[config.mk]
export PLATFORM = sky130hd
export DESIGN_NAME = http_chunked_body_decoder
export DESIGN_NICKNAME = d
export VERILOG_FILES = /design/src/sv/hcbd_pkg.sv /design/src/sv/hcbd_front.sv /design/src/sv/hcbd_queue.sv /design/src/sv/hcbd_back.sv /design/src/sv/http_chunked_body_decoder.sv
export VERILOG_INCLUDE_DIRS = /design/src /design/src/sv
export SDC_FILE = /design/constraint.sdc
export NUM_CORES = 1
export LEC_CHECK = 0
export ABC_AREA = 1
export BUFFER_PORTS_ARGS = -buffer_cell sky130_fd_sc_hd__buf_2
export CAP_MARGIN = 10
export CORE_UTILIZATION = 55
export CTS_CLUSTER_DIAMETER = 100
export CTS_CLUSTER_SIZE = 24
export DETAILED_ROUTE_END_ITERATION = 16
export PLACE_DENSITY = 0.72
export SETUP_SLACK_MARGIN = 0.2
export SLEW_MARGIN = 20
export SYNTH_ARGS = -nofsm -noshare
export SYNTH_HDL_FRONTEND = slang
export SYNTH_SLANG_ARGS = --single-unit
[constraint.sdc]
create_clock -name clk -period 3.59 [get_ports clk]
set_input_delay 0 -clock clk [delete_from_list [all_inputs] [get_ports clk]]
set_output_delay 0 -clock clk [all_outputs]
set_load 0.02 [all_outputs]
[src/sv/http_chunked_body_decoder_macros.svh]
// assertion helpers for the decoder back end
`ifndef HTTP_CHUNKED_BODY_DECODER_MACROS_SVH
`define HTTP_CHUNKED_BODY_DECODER_MACROS_SVH

// same-cycle implication under reset
`define HCBD_ASSERT_IMP(label, clk, rst_n, ante, cons) \
  label: assert property (@(posedge clk) disable iff (!rst_n) (ante) |-> (cons)) \
    else $error("hcbd assertion failed");

// next-cycle implication under reset
`define HCBD_ASSERT_NXT(label, clk, rst_n, ante, cons) \
  label: assert property (@(posedge clk) disable iff (!rst_n) (ante) |=> (cons)) \
    else $error("hcbd assertion failed");

`endif

[src/sv/hcbd_pkg.sv]
package hcbd_pkg;

  localparam int SIZE_BITS_DEF = 32;
  localparam int Q_DEPTH       = 2;

  localparam logic [7:0] CH_CR = 8'd13;
  localparam logic [7:0] CH_LF = 8'd10;

  localparam logic [1:0] ST_BYTE  = 2'd0;
  localparam logic [1:0] ST_DONE  = 2'd1;
  localparam logic [1:0] ST_ERROR = 2'd2;

  // one classified item on its way from the front to the back
  typedef struct packed {
    logic [7:0] data;
    logic       start;
    logic       is_hex;
    logic [3:0] hex_val;
    logic       is_cr;
    logic       is_lf;
  } item_t;

endpackage

[src/sv/hcbd_front.sv]
module hcbd_front (
  input  logic          in_valid,
  input  logic [7:0]    in_byte,
  input  logic          in_start,
  input  logic          q_full,
  output logic          in_ready,
  output logic          push,
  output hcbd_pkg::item_t push_item
);
  import hcbd_pkg::*;

  always_comb begin
    push_item         = '0;
    push_item.data    = in_byte;
    push_item.start   = in_start;
    push_item.is_cr   = (in_byte == CH_CR);
    push_item.is_lf   = (in_byte == CH_LF);
    if (in_byte >= 8'h30 && in_byte <= 8'h39) begin
      push_item.is_hex  = 1'b1;
      push_item.hex_val = in_byte[3:0];
    end else if ((in_byte >= 8'h61 && in_byte <= 8'h66) ||
                 (in_byte >= 8'h41 && in_byte <= 8'h46)) begin
      // letters a-f and A-F share the low three bits pattern
      push_item.is_hex  = 1'b1;
      push_item.hex_val = 4'd9 + {1'b0, in_byte[2:0]};
    end
  end

  assign in_ready = !q_full;
  assign push     = in_valid && !q_full;

endmodule

[src/sv/hcbd_queue.sv]
module hcbd_queue (
  input  logic            clk,
  input  logic            rst_n,
  input  logic            push,
  input  hcbd_pkg::item_t push_item,
  input  logic            pop,
  output logic            full,
  output logic            not_empty,
  output hcbd_pkg::item_t head
);
  import hcbd_pkg::*;

  localparam int PtrW = (Q_DEPTH > 1) ? $clog2(Q_DEPTH) : 1;
  localparam int CntW = $clog2(Q_DEPTH + 1);

  item_t            mem_r [Q_DEPTH];
  logic [PtrW-1:0]  wr_ptr_r, wr_ptr_nxt;
  logic [PtrW-1:0]  rd_ptr_r, rd_ptr_nxt;
  logic [CntW-1:0]  cnt_r, cnt_nxt;

  function automatic logic [PtrW-1:0] ptr_inc(input logic [PtrW-1:0] p);
    ptr_inc = (p == PtrW'(Q_DEPTH - 1)) ? '0 : p + PtrW'(1);
  endfunction

  always_comb begin
    wr_ptr_nxt = push ? ptr_inc(wr_ptr_r) : wr_ptr_r;
    rd_ptr_nxt = pop  ? ptr_inc(rd_ptr_r) : rd_ptr_r;
    cnt_nxt    = cnt_r + CntW'(push) - CntW'(pop);
  end

  always_ff @(posedge clk) begin
    if (!rst_n) begin
      wr_ptr_r <= '0;
      rd_ptr_r <= '0;
      cnt_r    <= '0;
    end else begin
      wr_ptr_r <= wr_ptr_nxt;
      rd_ptr_r <= rd_ptr_nxt;
      cnt_r    <= cnt_nxt;
    end
  end

  always_ff @(posedge clk) begin
    if (push) begin
      mem_r[wr_ptr_r] <= push_item;
    end
  end

  assign full      = (cnt_r == CntW'(Q_DEPTH));
  assign not_empty = (cnt_r != '0);
  assign head      = mem_r[rd_ptr_r];

endmodule

[src/sv/hcbd_back.sv]
module hcbd_back #(
  parameter int SIZE_BITS = hcbd_pkg::SIZE_BITS_DEF
) (
  input  logic            clk,
  input  logic            rst_n,
  input  logic            q_not_empty,
  input  hcbd_pkg::item_t head,
  output logic            pop,
  output logic            out_valid,
  input  logic            out_ready,
  output logic [7:0]      out_byte,
  output logic [1:0]      out_status
);
  import hcbd_pkg::*;
  `include "http_chunked_body_decoder_macros.svh"

  typedef enum logic [3:0] {
    PH_SIZE, PH_EXT, PH_LF, PH_DATA, PH_SKIP1, PH_SKIP2, PH_DONE, PH_ERR
  } phase_t;

  phase_t               phase_r, phase_nxt;
  logic [SIZE_BITS-1:0] bytes_left_r, bytes_left_nxt;
  logic                 digit_seen_r, digit_seen_nxt;
  logic                 out_valid_r, out_valid_nxt;
  logic [7:0]           out_byte_r, out_byte_nxt;
  logic [1:0]           out_status_r, out_status_nxt;

  phase_t               ph;
  logic [SIZE_BITS-1:0] bl;
  logic                 ds;
  logic                 emit;
  logic [7:0]           emit_byte;
  logic [1:0]           emit_status;

  assign pop = q_not_empty && (!out_valid_r || out_ready);

  always_comb begin
    // a start flag restarts the parser before this byte is looked at
    ph          = head.start ? PH_SIZE : phase_r;
    bl          = head.start ? '0 : bytes_left_r;
    ds          = head.start ? 1'b0 : digit_seen_r;
    emit        = 1'b0;
    emit_byte   = '0;
    emit_status = ST_BYTE;

    unique case (ph)
      PH_SIZE: begin
        if (head.is_hex) begin
          if (bl[SIZE_BITS-1 -: 4] != 4'd0) begin
            ph          = PH_ERR;
            emit        = 1'b1;
            emit_status = ST_ERROR;
          end else begin
            bl = {bl[SIZE_BITS-5:0], head.hex_val};
            ds = 1'b1;
          end
        end else if (!ds) begin
          ph          = PH_ERR;
          emit        = 1'b1;
          emit_status = ST_ERROR;
        end else begin
          ph = head.is_cr ? PH_LF : PH_EXT;
        end
      end
      PH_EXT: begin
        if (head.is_cr) ph = PH_LF;
      end
      PH_LF: begin
        if (head.is_lf) begin
          if (bl == '0) begin
            ph          = PH_DONE;
            emit        = 1'b1;
            emit_status = ST_DONE;
          end else begin
            ph = PH_DATA;
          end
        end else if (!head.is_cr) begin
          ph = PH_EXT;
        end
      end
      PH_DATA: begin
        if (bl == SIZE_BITS'(1)) ph = PH_SKIP1;
        bl        = bl - SIZE_BITS'(1);
        emit      = 1'b1;
        emit_byte = head.data;
      end
      PH_SKIP1: ph = PH_SKIP2;
      PH_SKIP2: begin
        ph = PH_SIZE;
        bl = '0;
        ds = 1'b0;
      end
      PH_DONE, PH_ERR: ;
      default: ph = PH_ERR;
    endcase
  end

  always_comb begin
    phase_nxt      = phase_r;
    bytes_left_nxt = bytes_left_r;
    digit_seen_nxt = digit_seen_r;
    out_valid_nxt  = out_valid_r && !out_ready;
    out_byte_nxt   = out_byte_r;
    out_status_nxt = out_status_r;
    if (pop) begin
      phase_nxt      = ph;
      bytes_left_nxt = bl;
      digit_seen_nxt = ds;
      if (emit) begin
        out_valid_nxt  = 1'b1;
        out_byte_nxt   = emit_byte;
        out_status_nxt = emit_status;
      end
    end
  end

  always_ff @(posedge clk) begin
    if (!rst_n) begin
      phase_r      <= PH_SIZE;
      bytes_left_r <= '0;
      digit_seen_r <= 1'b0;
      out_valid_r  <= 1'b0;
    end else begin
      phase_r      <= phase_nxt;
      bytes_left_r <= bytes_left_nxt;
      digit_seen_r <= digit_seen_nxt;
      out_valid_r  <= out_valid_nxt;
    end
    out_byte_r   <= out_byte_nxt;
    out_status_r <= out_status_nxt;
  end

  assign out_valid  = out_valid_r;
  assign out_byte   = out_byte_r;
  assign out_status = out_status_r;

  `HCBD_ASSERT_IMP(a_data_nonzero, clk, rst_n, phase_r == PH_DATA, bytes_left_r != '0)
  `HCBD_ASSERT_IMP(a_nonbyte_zero, clk, rst_n, out_valid_r && out_status_r != ST_BYTE, out_byte_r == 8'd0)
  `HCBD_ASSERT_IMP(a_result_from_pop, clk, rst_n, $rose(out_valid_r), $past(pop))

endmodule

[src/sv/http_chunked_body_decoder.sv]
// an accepted byte is written into the queue, then its result into the output register
// throughput: one byte per cycle while out_tready stays high, set by the back-end parser state update
// a 2-entry queue decouples byte classification from the parser
// reset (synchronous, rst_n low): parser awaits size digits, queue and output empty
module http_chunked_body_decoder #(
  parameter int SIZE_BITS = hcbd_pkg::SIZE_BITS_DEF
) (
  input  logic       clk,
  input  logic       rst_n,
  input  logic       in_tvalid,
  output logic       in_tready,
  input  logic [7:0] in_tdata,   // [7:0] in_byte
  input  logic [0:0] in_tuser,   // [0] body_start
  output logic       out_tvalid,
  input  logic       out_tready,
  output logic [7:0] out_tdata,  // [7:0] out_byte
  output logic [1:0] out_tuser   // [1:0] status
);
  import hcbd_pkg::*;

  logic  q_full;
  logic  q_not_empty;
  logic  push;
  logic  pop;
  item_t push_item;
  item_t head;

  hcbd_front u_front (
    .in_valid  (in_tvalid),
    .in_byte   (in_tdata),
    .in_start  (in_tuser[0]),
    .q_full    (q_full),
    .in_ready  (in_tready),
    .push      (push),
    .push_item (push_item)
  );

  hcbd_queue u_queue (
    .clk       (clk),
    .rst_n     (rst_n),
    .push      (push),
    .push_item (push_item),
    .pop       (pop),
    .full      (q_full),
    .not_empty (q_not_empty),
    .head      (head)
  );

  hcbd_back #(
    .SIZE_BITS (SIZE_BITS)
  ) u_back (
    .clk         (clk),
    .rst_n       (rst_n),
    .q_not_empty (q_not_empty),
    .head        (head),
    .pop         (pop),
    .out_valid   (out_tvalid),
    .out_ready   (out_tready),
    .out_byte    (out_tdata),
    .out_status  (out_tuser)
  );

endmodule

# Yosys cells after proc, flatten, opt, wreduce, memory -nomap -nowiden
# Memories as Yosys holds them, arrays and structs flattened. A register that Yosys moved wholly into a read port is not among the register bits.
# Cells that the tools add are included.
[word_totals]
reg_bits = 52
mem_bits_rw = 32
output_inout_bits = 12
n_memories = 1
[mem_list]
columns = ["memory", "words", "word_bits", "rd", "rd_clocked_by_memory_dff", "write_ports", "line_no", "rtl"]
rows = [
  ["u_queue.mem_r", 2, 16, 1, 1, 1, "hcbd_queue.sv:16", "item_t mem_r [Q_DEPTH];"],
]
[op_classes]
n_addsub = 6
magnitude_cmp = 6
n_eq_ne = 11
mux = 41
reduce_logical = 17
[ops]
columns = ["cell", "n"]
rows = [
  ["32-bit 2-to-1 mux", 3],
  ["32-bit case mux with 3 select lines", 1],
  ["32-bit by 1-bit equality test with 1-bit output (second input constant)", 1],
  ["32-bit logical NOT", 1],
  ["4-bit 2-to-1 mux", 8],
  ["32-bit by 1-bit subtractor with 32-bit output (second input constant)", 1],
  ["4-bit case mux with 7 select lines", 1],
  ["1-bit 2-to-1 mux", 17],
  ["4-bit by 3-bit equality test with 1-bit output (second input constant)", 4],
  ["8-bit by 4-bit equality test with 1-bit output (second input constant)", 2],
  ["8-bit by 7-bit greater-or-equal comparator with 1-bit output (second input constant)", 2],
  ["8-bit by 7-bit <= comparator with 1-bit output (second input constant)", 2],
  ["2-bit 2-to-1 mux", 5],
  ["5-bit 2-to-1 mux", 2],
  ["4-bit by 2-bit equality test with 1-bit output (second input constant)", 2],
  ["8-bit by 6-bit greater-or-equal comparator with 1-bit output (second input constant)", 1],
  ["8-bit by 6-bit <= comparator with 1-bit output (second input constant)", 1],
  ["1-bit logical AND", 6],
  ["4-bit by 3-bit adder with 4-bit output (first input constant)", 1],
  ["4-bit by 1-bit equality test with 1-bit output (second input constant)", 1],
  ["4-bit logical NOT", 1],
  ["2-bit case mux with 2 select lines", 1],
  ["4-bit nonzero test", 1],
  ["1-bit logical NOT", 3],
  ["11 further kinds", 13],
]

# Depth between registers and ports, before layout
[depth]
depth_word = 7
ltp_mapped = 18
mapped_depth_nobuf = 16

# Hierarchy
# From an unflattened synthesis, not the netlist that was laid out.
[unflattened]
hier_cells = 761
hier_area_um2 = 5604.1
[by_module_without_submodules]
columns = ["mod", "instances", "cells_per_inst", "area_each_um2", "seq_area_each_um2"]
rows = [
  ["hcbd_back", 1, 620, 3836.2, 1061.0],
  ["hcbd_queue", 1, 83, 1435.1, 1061.0],
  ["hcbd_front", 1, 58, 332.8, 0.0],
]

# Worst setup path before layout
# Ideal clock, no wire load.
[synth_timing]
path_type = "reg2reg"
start = "reg (tool-made name)"
end = "reg u_back.out_byte_r[0], in the netlist u_back.out_byte[0], enable pin"
setup_time_ps = 313
arrival_time_ps = 1856
setup_slack_ps = 1420
stages_incl_launch_ff = 16
path_buffers = 2
synth_period_minus_slack_ps = 2170
cell_sequence = "dfxtp_1 > buf_6 > inv_8 > nand2_1 > nand2_2 > buf_6 > nand2_1 > ha_1 > nand3_1 > inv_1 > nand2_2 > nor2_2 > nand3_2 > nand3_1 > nand2_1 > inv_2"
[synth_rtl]
columns = ["element", "line_no", "rtl"]
rows = [
  ["end signal: assignment", "hcbd_back.sv:129", "out_byte_r <= out_byte_nxt;"],
  ["end: declaration", "hcbd_back.sv:25", "logic [7:0] out_byte_r, out_byte_nxt;"],
]

==> results.md <==
* CTS max path bufs at 2
* Largest family of logic cells by synthesized area: simple AND/OR/NAND/NOR gates
* Remaining DRCs at 0
* Hpwl dp at 11040 um
* Clock root cell: clkbuf_8
* Synthesized area at 5833 um2
* DR vias/cell at 5.739
* Initial Utilization at 56.50%
* Sequential share of the synthesized area at 36.38%
* DRT iter0 DRCs at 458
* Final Critical Period at 3078 ps
* Ant diodes at 0
* Simple-Gate Fraction of Synth Area at 37.79%
* # IOs at 25
* FILL cells at 959
* Final core utilization at 60.85%
* Status: finished clean
* Post-Layout Cell Count at 961
* Hold crit path type: input port to register
* Placed insts at 935
* Worst Path Class, Setup: register to register
* Die Wd at 105.0 um
* Met2 wire len at 7657 um
* Post-synthesis cell type count at 41
* RSZ-0062 raised after global routing: no
* Reg2reg setup slack at 510 ps
* Count leader, synth: nand2_1
* First-pass detailed-route iteration total at 7
* Critical-path top delay cell: dfxtp_1
* Overall routed net length at 15420 um
* Relative max-transition margin at 30.34%
* Clock slew at reported path FFs at 100 ps
* Multiplexer area fraction after synthesis at 0%
* Area leader, netlist: edfxtp_1
* Layout net count at 841
* CP arrival at 3150 ps
* Hold-fix buffers, CTS at 10
* Core ar. at 10320 um2
* Setup Fix Bufs, Post-CTS at 0
* DRT antenna net count at 0
* Clk sinks at 85
* Endpoints failing setup at 0
* Ys Warns at 0
* Synth top area share at 21.62%
* Total CTS buffers at 9
* CP endpoint kind: register
* Layout cells sized above 1 at 16.85%
* Initial antenna violation count at 0
* Overall Global Routing Usage at 29.25%
* Mapped Avg Cell Area at 7.319 um2
* Post-synth EDFFs at 42
* Measured slew at the worst slew-check pin at 1044 ps
* Routability cong. at 0.9386
* DR WL/cell at 16.05 um
* Port bufs at 24
* Hold depth at 3
* GR Overflow Total at 0
* CTS tree: yes
* Worst Path Required at 3660 ps
* Yosys reg bits at 85
* Max-slew violations at 0
* Vias at 5515
* H-tree depth at 3
* Syn nets at 818
* Post-CTS Resized at 0
* DIE HEIGHT at 105.0 um
* Adder-Cell Fraction of Synth Area at 1.716%
* Complex-gate fraction of the synthesized area at 15.06%
* Worst Skew at 20.83 ps
* Synth async-reset ratio at 0%
* Largest net degree at the start of global routing at 37
* Worst r2r path cells at 11
* Commonest cells in the netlist: 212 x nand2_1, 76 x a21oi_1, 71 x inv_1, 60 x o21ai_0, 58 x nand3_1
* Top Metal Used: met5
* Seq. cell area at 2122 um2
* Row cnt at 37
* Max Cap Viol at 0
* Top cells by area, synth: edfxtp_1 22%, dfxtp_1 15%, nand2_1 14%
* Crit-path cells: nand2_4, nand3_2, ha_1, nand3_1, inv_1, nand2_2, nor2_2, nand3_2, nand3_1, nand2_1, inv_2
* Most used DFF post-synth: dfxtp_1
* DRT met1 WL at 6069 um
* FMAX at 0.3249 GHz
* Area of the multi-input gates at 3196 um2
* Crit share post-route at 85.73%
* Post-Synth XOR/XNOR Area at 0.1502%
* DR WL met3 at 1092 um
* Post-Syn Instances at 797
* Vias in the first global route at 5322
* Crit-path max cell delay at 670 ps
* Skew-Pair Late Insertion Delay at 380 ps
* Hold Fails Final Rpt at 0
* Startpoint types: register
* First-pass GRT wire length at 25230 um
* Setup Total Neg Slack at 0 ps
* Area grow syn2layout at 7.701%
* Crit-path max FO at 31
* Full die area at 11020 um2
cell usage in the layout, fill, tap and decap left out, drive strengths merged, types with 10 or more instances in the layout:
| master | count |
|---|---|
| nand2 | 231 |
| nand3 | 87 |
| nor2 | 83 |
| a21oi | 80 |
| inv | 80 |
| o21ai | 66 |
| dfxtp | 43 |
| edfxtp | 42 |
| buf | 34 |
| dlygate4sd3 | 10 |
metal layers:
metal / up-vias / global-route usage [%]
met1: 2541 / 34.03
met5: - / 3.810
met3: 48 / 4.055
met2: 211 / 51.61
met4: 2 / 15.49
li1: 2713 / -
through the flow:
step           hold slack, ps  setup WS [ps]  cell area (um2)
2_1_floorplan           98.87           1420             5833
3_3_place_gp            199.9          616.5             5983
3_5_place_dp            191.9          562.2             5983
4_1_cts                 27.91          528.4             6282
5_1_grt                 71.20          257.5             6282
6_report                31.78          512.5             6282
layout make-up:
class,instances,area share [%]
Clock inverter,7,1.195
Timing Repair Buffer,44,4.700
Sequential cell,85,33.78
Tap cell,136,2.709
Clock buffer,9,1.972
Inverter,78,4.780
Multi-Input combinational cell,602,50.87
sequential cells by signal (all words and copies together) (netlist names), named ones only:
| signal | count |
|---|---|
| u_queue.wr_ptr_r | 1 |
| u_back.digit_seen_r | 1 |
| u_queue.mem_r | 32 |
| u_back.out_valid | 1 |
| u_back.bytes_left_r | 32 |
| u_queue.cnt_r | 2 |
| u_back.out_status | 2 |
| u_back.phase_r | 4 |
| u_back.out_byte | 8 |
| u_queue.rd_ptr_r | 1 |
cell families after synthesis:
family / after synthesis
and+or+nand+nor: 428
adders and majority gates: 8
xor gates and xnor gates: 1
buffers and inverters: 110
DFF: 85
AOI/OAI and AO/OA: 165
path summary, 6_finish.rpt:
check | startpoint | endpoint
setup reg to reg | register | u_back.out_byte[6]
setup / recovery | register | u_back.out_byte[6]
hold reg to reg | u_queue.rd_ptr_r | register
hold / removal | rst_n | u_queue.cnt_r[0]
critical path: cells and delay by family (launching register included):
family,cells,cell delay (ps)
DFF,1,670
and+or+nand+nor,8,1560
buffers and inverters,2,320
adders and majority gates,1,200
Power is left out: the tool's default activity adds up to more than one toggle a clock period on the data nets, which glitch-free logic cannot reach.
